===== src/rtl/mma_pkg.sv =====
// Shared constants and command/status types for the multichannel moving average.
// No dependencies; used by the top, controller and datapath through scoped names.
`default_nettype none

package mma_pkg;

    localparam int CHANNELS    = 4;
    localparam int WINDOW      = 8;
    localparam int WINDOW_LOG2 = 3;
    localparam int SAMPLE_BITS = 12;

    localparam int NUM_FIELDS   = 4;
    localparam int FIELD_BITS   = 12;
    localparam int TDATA_BITS   = ((NUM_FIELDS * FIELD_BITS + 7) / 8) * 8;
    localparam int SUM_BITS     = SAMPLE_BITS + WINDOW_LOG2 + 1;
    localparam int FILL_BITS    = $clog2(WINDOW + 1);
    localparam int PTR_BITS     = $clog2(WINDOW);
    localparam int ROW_BITS     = CHANNELS * SAMPLE_BITS;
    localparam int DIV_CNT_BITS = $clog2(SUM_BITS);

    typedef struct packed {
        logic load;
        logic upd;
        logic div_step;
        logic out_load;
    } mma_cmd_t;

    typedef struct packed {
        logic full;
        logic out_free;
    } mma_stat_t;

endpackage

`default_nettype wire


===== src/rtl/multichannel_moving_average_top.sv =====
// Top level of the four-channel moving average filter.
// Depends on mma_pkg, mma_ctrl, mma_datapath (which holds mma_ram).
//
// channel | signals                    | content
// in      | s_tvalid s_tready s_tdata  | one ADC frame, sample_ch0..sample_ch3
// out     | m_tvalid m_tready m_tdata  | one averaged frame, avg_ch0..avg_ch3
//
// While the window fills, an item goes through accept, update,
// one restoring divide step per quotient bit in each channel lane, output load.
// Once the window is full, the divide is skipped: accept, update, output load.
// A result waits in the output register; the next item is accepted meanwhile, but not before the last is loaded there.
// rst_n clears sums, fill count, pointer and output valid; no clearing pass.
`default_nettype none

module multichannel_moving_average_top (
    input  wire logic                           clk,
    input  wire logic                           rst_n,
    input  wire logic                           s_tvalid,
    output logic                                s_tready,
    // sample_ch0, sample_ch1, sample_ch2, sample_ch3
    input  wire logic [mma_pkg::TDATA_BITS-1:0] s_tdata,
    output logic                                m_tvalid,
    input  wire logic                           m_tready,
    // avg_ch0, avg_ch1, avg_ch2, avg_ch3
    output logic      [mma_pkg::TDATA_BITS-1:0] m_tdata
);

    mma_pkg::mma_cmd_t  cmd;
    mma_pkg::mma_stat_t stat;

    mma_ctrl u_ctrl (
        .clk      (clk),
        .rst_n    (rst_n),
        .s_tvalid (s_tvalid),
        .s_tready (s_tready),
        .stat     (stat),
        .cmd      (cmd)
    );

    mma_datapath u_dp (
        .clk      (clk),
        .rst_n    (rst_n),
        .cmd      (cmd),
        .stat     (stat),
        .s_tdata  (s_tdata),
        .m_tvalid (m_tvalid),
        .m_tready (m_tready),
        .m_tdata  (m_tdata)
    );

endmodule

`default_nettype wire


===== src/rtl/mma_ram.sv =====
// Generic single-write, single-read RAM with registered read data.
// No dependencies.
`default_nettype none

module mma_ram #(
    parameter int WIDTH = 8,
    parameter int DEPTH = 8
) (
    input  wire logic                     clk,
    input  wire logic                     wr_en,
    input  wire logic [$clog2(DEPTH)-1:0] wr_addr,
    input  wire logic [WIDTH-1:0]         wr_data,
    input  wire logic                     rd_en,
    input  wire logic [$clog2(DEPTH)-1:0] rd_addr,
    output logic      [WIDTH-1:0]         rd_data
);

    logic [WIDTH-1:0] mem [DEPTH];

    always_ff @(posedge clk)
    begin
        if (wr_en)
        begin
            mem[wr_addr] <= wr_data;
        end
        if (rd_en)
        begin
            rd_data <= mem[rd_addr];
        end
    end

endmodule

`default_nettype wire


===== src/rtl/mma_ctrl.sv =====
// Controller state machine: sequences accept, update, serial divide and output load.
// Depends on mma_pkg.
`default_nettype none

module mma_ctrl (
    input  wire logic              clk,
    input  wire logic              rst_n,
    input  wire logic              s_tvalid,
    output logic                   s_tready,
    input  wire mma_pkg::mma_stat_t stat,
    output mma_pkg::mma_cmd_t      cmd
);

    localparam logic [1:0] ST_IDLE = 2'd0;
    localparam logic [1:0] ST_UPD  = 2'd1;
    localparam logic [1:0] ST_DIV  = 2'd2;
    localparam logic [1:0] ST_DONE = 2'd3;

    logic [1:0]                       state_reg, state_next;
    logic [mma_pkg::DIV_CNT_BITS-1:0] cnt_reg, cnt_next;

    assign s_tready = (state_reg == ST_IDLE);

    always_comb
    begin
        state_next = state_reg;
        cnt_next   = cnt_reg;
        cmd        = '0;
        unique case (state_reg)
            ST_IDLE:
            begin
                if (s_tvalid)
                begin
                    cmd.load   = 1'b1;
                    state_next = ST_UPD;
                end
            end
            ST_UPD:
            begin
                cmd.upd = 1'b1;
                if (stat.full)
                begin
                    state_next = ST_DONE;
                end
                else
                begin
                    cnt_next   = mma_pkg::DIV_CNT_BITS'(mma_pkg::SUM_BITS - 1);
                    state_next = ST_DIV;
                end
            end
            ST_DIV:
            begin
                cmd.div_step = 1'b1;
                if (cnt_reg == '0)
                begin
                    state_next = ST_DONE;
                end
                else
                begin
                    cnt_next = cnt_reg - 1'b1;
                end
            end
            ST_DONE:
            begin
                if (stat.out_free)
                begin
                    cmd.out_load = 1'b1;
                    state_next   = ST_IDLE;
                end
            end
            default:
            begin
                state_next = ST_IDLE;
            end
        endcase
    end

    always_ff @(posedge clk or negedge rst_n)
    begin
        if (!rst_n)
        begin
            state_reg <= ST_IDLE;
            cnt_reg   <= '0;
        end
        else
        begin
            state_reg <= state_next;
            cnt_reg   <= cnt_next;
        end
    end

endmodule

`default_nettype wire


===== src/rtl/mma_datapath.sv =====
// Datapath: running sums, fill count, history RAM, per-channel serial dividers, output register.
// Depends on mma_pkg and mma_ram.
`default_nettype none

module mma_datapath (
    input  wire logic                            clk,
    input  wire logic                            rst_n,
    input  wire mma_pkg::mma_cmd_t               cmd,
    output mma_pkg::mma_stat_t                   stat,
    input  wire logic [mma_pkg::TDATA_BITS-1:0]  s_tdata,
    output logic                                 m_tvalid,
    input  wire logic                            m_tready,
    output logic      [mma_pkg::TDATA_BITS-1:0]  m_tdata
);

    localparam int CH  = mma_pkg::CHANNELS;
    localparam int SB  = mma_pkg::SAMPLE_BITS;
    localparam int SUM = mma_pkg::SUM_BITS;
    localparam int FB  = mma_pkg::FILL_BITS;
    localparam int FLD = mma_pkg::FIELD_BITS;

    logic [SB-1:0]  samp_reg [CH];
    logic [SUM-1:0] sum_reg  [CH];
    logic [SUM-1:0] sum_next [CH];
    logic [SUM-1:0] quo_reg  [CH];
    logic [SUM-1:0] quo_next [CH];
    logic [FB-1:0]  rem_reg  [CH];
    logic [FB-1:0]  rem_next [CH];

    logic [FB-1:0]                   fill_reg, fill_next;
    logic [mma_pkg::PTR_BITS-1:0]    ptr_reg, ptr_next;
    logic [mma_pkg::ROW_BITS-1:0]    rd_row, wr_row;
    logic                            m_tvalid_reg, m_tvalid_next;
    logic [mma_pkg::TDATA_BITS-1:0]  m_tdata_reg, m_tdata_next;
    logic                            full;

    assign full          = (fill_reg == FB'(mma_pkg::WINDOW));
    assign stat.full     = full;
    assign stat.out_free = !m_tvalid_reg || m_tready;
    assign m_tvalid      = m_tvalid_reg;
    assign m_tdata       = m_tdata_reg;

    always_comb
    begin
        for (int c = 0; c < CH; c++)
        begin
            wr_row[c*SB +: SB] = samp_reg[c];
        end
    end

    mma_ram #(
        .WIDTH (mma_pkg::ROW_BITS),
        .DEPTH (mma_pkg::WINDOW)
    ) u_hist (
        .clk     (clk),
        .wr_en   (cmd.upd),
        .wr_addr (ptr_reg),
        .wr_data (wr_row),
        .rd_en   (cmd.load),
        .rd_addr (ptr_reg),
        .rd_data (rd_row)
    );

    always_comb
    begin
        logic [SUM-1:0] old_v;
        logic [SUM-1:0] base;
        logic [FB:0]    trial;
        old_v     = '0;
        base      = '0;
        trial     = '0;
        fill_next = fill_reg;
        ptr_next  = ptr_reg;
        for (int c = 0; c < CH; c++)
        begin
            sum_next[c] = sum_reg[c];
            quo_next[c] = quo_reg[c];
            rem_next[c] = rem_reg[c];
        end
        if (cmd.upd)
        begin
            fill_next = full ? fill_reg : fill_reg + 1'b1;
            ptr_next  = (ptr_reg == mma_pkg::PTR_BITS'(mma_pkg::WINDOW - 1))
                        ? '0 : ptr_reg + 1'b1;
            for (int c = 0; c < CH; c++)
            begin
                old_v = SUM'(rd_row[c*SB +: SB]);
                if (!full)
                begin
                    base = sum_reg[c];
                end
                else if (old_v > sum_reg[c])
                begin
                    base = '0;
                end
                else
                begin
                    base = sum_reg[c] - old_v;
                end
                sum_next[c] = base + SUM'(samp_reg[c]);
                quo_next[c] = full ? (sum_next[c] >> mma_pkg::WINDOW_LOG2) : sum_next[c];
                rem_next[c] = '0;
            end
        end
        else if (cmd.div_step)
        begin
            // restoring divide by the fill count, one quotient bit per cycle
            for (int c = 0; c < CH; c++)
            begin
                trial = {rem_reg[c], quo_reg[c][SUM-1]};
                if (trial >= {1'b0, fill_reg})
                begin
                    rem_next[c] = FB'(trial - {1'b0, fill_reg});
                    quo_next[c] = {quo_reg[c][SUM-2:0], 1'b1};
                end
                else
                begin
                    rem_next[c] = trial[FB-1:0];
                    quo_next[c] = {quo_reg[c][SUM-2:0], 1'b0};
                end
            end
        end
    end

    always_comb
    begin
        m_tvalid_next = m_tvalid_reg;
        m_tdata_next  = m_tdata_reg;
        if (cmd.out_load)
        begin
            m_tvalid_next = 1'b1;
            m_tdata_next  = '0;
            for (int f = 0; f < mma_pkg::NUM_FIELDS; f++)
            begin
                if (f < CH)
                begin
                    m_tdata_next[f*FLD +: FLD] = FLD'(quo_reg[f]);
                end
            end
        end
        else if (m_tready)
        begin
            m_tvalid_next = 1'b0;
        end
    end

    always_ff @(posedge clk)
    begin
        for (int c = 0; c < CH; c++)
        begin
            if (cmd.load)
            begin
                samp_reg[c] <= SB'(s_tdata[c*FLD +: FLD]);
            end
            quo_reg[c] <= quo_next[c];
            rem_reg[c] <= rem_next[c];
        end
        m_tdata_reg <= m_tdata_next;
    end

    always_ff @(posedge clk or negedge rst_n)
    begin
        if (!rst_n)
        begin
            for (int c = 0; c < CH; c++)
            begin
                sum_reg[c] <= '0;
            end
            fill_reg     <= '0;
            ptr_reg      <= '0;
            m_tvalid_reg <= 1'b0;
        end
        else
        begin
            for (int c = 0; c < CH; c++)
            begin
                sum_reg[c] <= sum_next[c];
            end
            fill_reg     <= fill_next;
            ptr_reg      <= ptr_next;
            m_tvalid_reg <= m_tvalid_next;
        end
    end

    a_fill_range: assert property (@(posedge clk) disable iff (!rst_n)
        fill_reg <= FB'(mma_pkg::WINDOW))
        else $error("fill count beyond window");

    a_ptr_range: assert property (@(posedge clk) disable iff (!rst_n)
        ptr_reg <= mma_pkg::PTR_BITS'(mma_pkg::WINDOW - 1))
        else $error("history pointer out of range");

    a_full_sticky: assert property (@(posedge clk) disable iff (!rst_n)
        full |=> full)
        else $error("window left full state");

    a_no_overwrite: assert property (@(posedge clk) disable iff (!rst_n)
        cmd.out_load |-> (!m_tvalid_reg || m_tready))
        else $error("output register overwritten before taken");

    a_fill_ptr_sync: assert property (@(posedge clk) disable iff (!rst_n)
        (!full && fill_reg != FB'(0)) |-> (FB'(ptr_reg) == fill_reg))
        else $error("pointer and fill count disagree while filling");

endmodule

`default_nettype wire


===== config.mk =====
export PLATFORM = sky130hd
export DESIGN_NAME = multichannel_moving_average_top
export DESIGN_NICKNAME = d
export VERILOG_FILES = /design/src/rtl/mma_pkg.sv /design/src/rtl/multichannel_moving_average_top.sv /design/src/rtl/mma_ram.sv /design/src/rtl/mma_ctrl.sv /design/src/rtl/mma_datapath.sv
export SDC_FILE = /design/constraint.sdc
export NUM_CORES = 1
export LEC_CHECK = 0
export ABC_AREA = 1
export BUFFER_PORTS_ARGS = -buffer_cell sky130_fd_sc_hd__buf_2
export CORE_UTILIZATION = 44
export CTS_CLUSTER_DIAMETER = 50
export DETAILED_ROUTE_END_ITERATION = 6
export SLEW_MARGIN = 20
export SYNTH_ARGS = -nofsm -noshare
export SYNTH_HDL_FRONTEND = slang
export SYNTH_HIERARCHICAL = 1
export SYNTH_SLANG_ARGS = --single-unit

===== constraint.sdc =====
create_clock -name clk -period 9.2 [get_ports clk]
set_input_delay 0.46 -clock clk [delete_from_list [all_inputs] [get_ports clk]]
set_output_delay 0.46 -clock clk [all_outputs]
set_load 0.01 [all_outputs]

==> summary.txt <==
Run status
  – Status: finished, final reports clean

Floorplan
  – Die Wd: 284 µm
  – # IOs: just over 100
  – Die area: 80500 µm²
  – Row count: 102
  – Die height: 284 µm
  – Initial core utilization: 0.448
  – Core box area: 78000 µm²

Pwr
  – Pleak: 0.0182 µW
  – Worst VDD drop: 0.000273 V
  – Pwr per Cell Area: 374 nW/µm²

Synth
  – Yosys reg bits: 686
  – Mean post-synth cell area: between 9 and 10 µm²
  – EDFF count, synth: 592
  – Synth top area cells: edfxtp_1 51%, nand2_1 13%, inv_1 7.4%
  – Synth top area share: 0.509
  – Sequential fraction of the synthesis area: 0.574
  – Count of different cell masters after synthesis: 53
  – Synth area leader: edfxtp_1
  – Main synth FF type: edfxtp_1
  – Post-synth top cells: 1206 x nand2_1, 685 x inv_1, 592 x edfxtp_1
  – Mapped Cells: 3785
  – Most common cell in the netlist: nand2_1
  – Syn_nets: 3970
  – Yosys Warn Count: 6
  – Synth async-reset ratio: 0.114
  – Mapped cell area: 34900 µm²

Routing
  – Drt drc: 0
  – DR vias/cell: 4.98
  – Wire per inst: around 17 µm
  – Total iterations of the first detailed-routing run: 5
  – Drt first-iter violations: 1818
  – DRT Wirelength: 86100 µm
  – Via count: roughly 25k
  – Post-DRT Antenna Nets: 0

Final layout
  – Nets: 4110
  – Share of cells above drive strength 1: 0.0868
  – Final Util: 0.512
  – Area delta synth->final: 14.2%
  – Max reg flops: about 380

CTS
  – Clk pin slew, worst setup/hold paths: roughly 0.05 ns
  – Inserted Clock Buffers: 89
  – Clk sinks: 686
  – Clk_lat worst skew: 0.64 ns
  – H-tree depth reported by CTS: 3
  – CTS root buffer: clkbuf_16
  – CTS Buffer Depth: 3
  – Total setup buffers inserted after CTS: 0
  – CTS tree: built

GRT
  – Vias in the first global route: between 20k and 25k
  – Global-route wire length before repair: 135000 µm
  – Largest net degree at the start of global routing: 199
  – GR Util All Layers: 0.215
  – Total global routing overflow: 0
  – Initial antenna violation count: 1

Hold path
  – Worst min-delay path class: input port to register
  – WHS Endpoint: u_dp/samp_reg[2][1]
  – Worst hold start: s_tdata[25]
  – Hold depth: 1

Timing
  – Setup TNS: 0 ns
  – Fin. Hold Viols: 0
  – Final hold slack: 0.0312 ns
  – Fin crit period: 4.99 ns
  – RSZ-0062 raised after global routing: no
  – Final setup fails: 0
  – Worst rel slew slack: 0.267
  – Max-slew violations: 0
  – Final clock skew: 0.0303 ns
  – Least-Margin Pin Slew: 1.10 ns
  – Tcrit/Tclk final: 0.543
  – Fmax: 0.200 GHz

Critical path
  – Worst reg-to-reg path cell count: 16
  – Worst Path Required: 9.56 ns
  – Critical Path Slowest Stage Cell: inv_2
  – Crit-path max cell delay: 0.60 ns
  – Worst reg-to-reg setup slack: between 4 and 5 ns
  – Crit Path Class: register to register
  – Delay-heaviest family, CP: compound AO/OA/AOI/OAI gates
  – Top fanout value on the critical path: 40
  – FF-to-FF End: u_dp/quo_reg[0][9]
  – WP buf/inv: 3
  – Worst path most repeated cell: nand3_1
  – Crit. End Element: register
  – Worst r2r src: u_dp/fill_reg[1]
  – Type of origin of the critical path: register
  – Worst setup path start: u_dp/fill_reg[1]
  – CP cell instances: inv_1 -> ha_1 -> nand3_4 -> inv_2 -> buf_4 -> o21ai_1 -> o22ai_1 -> ha_1 -> nand3_1 -> nand3_1 -> a21boi_1 -> o21ai_0 -> a21oi_1 -> nand2_1 -> nand3_1 -> o211ai_1
  – Worst path arrival time: between 5 and 6 ns

Placed design
  – Placer Congestion: approximately 0.87
  – Post-DP HPWL: between 50000 and 60000 µm
  – I/O Buffers: approximately 100

Flow run
  – Max-cap violations: 0
==> area by class of cell <==
type	count	area [µm²]
clock buffer	106	2290
antenna	1	2.50
fill	7127	38100
clock inverter	59	664
tap	1040	1300
timing repair buffer	173	1200
sequential	686	20100
multi-input combinational	2276	11700
inverter	699	2640
==> how the worst max path moves through the flow <==
stage / endpoint / slack, ns / depth (start not counted)
after global routing: u_dp/quo_reg[0][10] / 3.72 / 18
after global placement: u_dp/quo_reg[0][10] / 4.24 / 20
after floorplan: u_dp/quo_reg[0][0] / 5.43 / 6
final: u_dp/quo_reg[0][9] / 4.21 / 16
after detailed placement: u_dp/quo_reg[0][9] / 4.19 / 16
after CTS: u_dp/quo_reg[2][10] / 4.18 / 17
==> worst register-to-register path, delay by kind of cell, from the launching register on <==
kind                       cells  cell delay [ns]
DFF                            1             0.50
buffers and inverters          3             1.36
adders and majority gates      2             0.55
and+or+nand+nor                5             0.86
AOI/OAI and AO/OA              6             1.46
==> layout by cell type (no fill, tap or decap), types with 25 or more instances in the layout <==
cell	Yosys	layout
nand3_1	340	340
nor2_1	109	101
ha_1	121	120
nand2_1	1206	1206
dfrtp_1	78	75
o21ai_0	92	92
xor2_1	41	41
clkbuf_16	0	89
xnor2_1	34	34
buf_4	8	25
edfxtp_1	592	592
o22ai_1	45	45
o211ai_1	31	31
inv_1	685	682
buf_2	62	100
a21oi_1	74	74
dlygate4sd3_1	0	46
==> through the flow <==
stage | worst slack (ns) | instances | power, µW | area (µm²)
6_report | 4.21 | 5040 | 14900 | 39900
5_1_grt | 3.72 | 5039 | 16100 | 39900
4_1_cts | 4.18 | 5038 | 15000 | 39900
3_5_place_dp | 4.19 | 4827 | 11500 | 36500
3_3_place_gp | 4.24 | 4827 | 11500 | 36500
2_1_floorplan | 5.43 | 3785 | 9660 | 34900
==> routing by layer <==
layer,GRT usage,share of wire,vias up
met5,0,0,-
met4,0.0612,0.021,0
met3,0.0315,0.061,110
met2,0.326,0.43,626
met1,0.320,0.49,11800
li1,-,-,12600
==> report_power, final <==
part	internal, µW	switching (µW)	leakage (µW)	total [µW]
Combinational	2120	4360	0.0103	6480
Clock	2020	1390	0.00142	3410
Sequential	4460	559	0.00653	5020
==> logic make-up after synthesis <==
logic type	Yosys count	share of synthesized area
AOI/OAI and AO/OA	323	0.0559
xor gates and xnor gates	76	0.0193
adders and majority gates	133	0.0502
buffers and inverters	823	0.0917
DFF	686	0.574
and+or+nand+nor	1744	0.209
==> what timing repair did <==
item                      in CTS  in global routing
hold endpoints to repair      68                  0
gates resized for setup        0                  0
hold buffers                  46                  0
No activity file was read; power rests on OpenSTA's default activity.
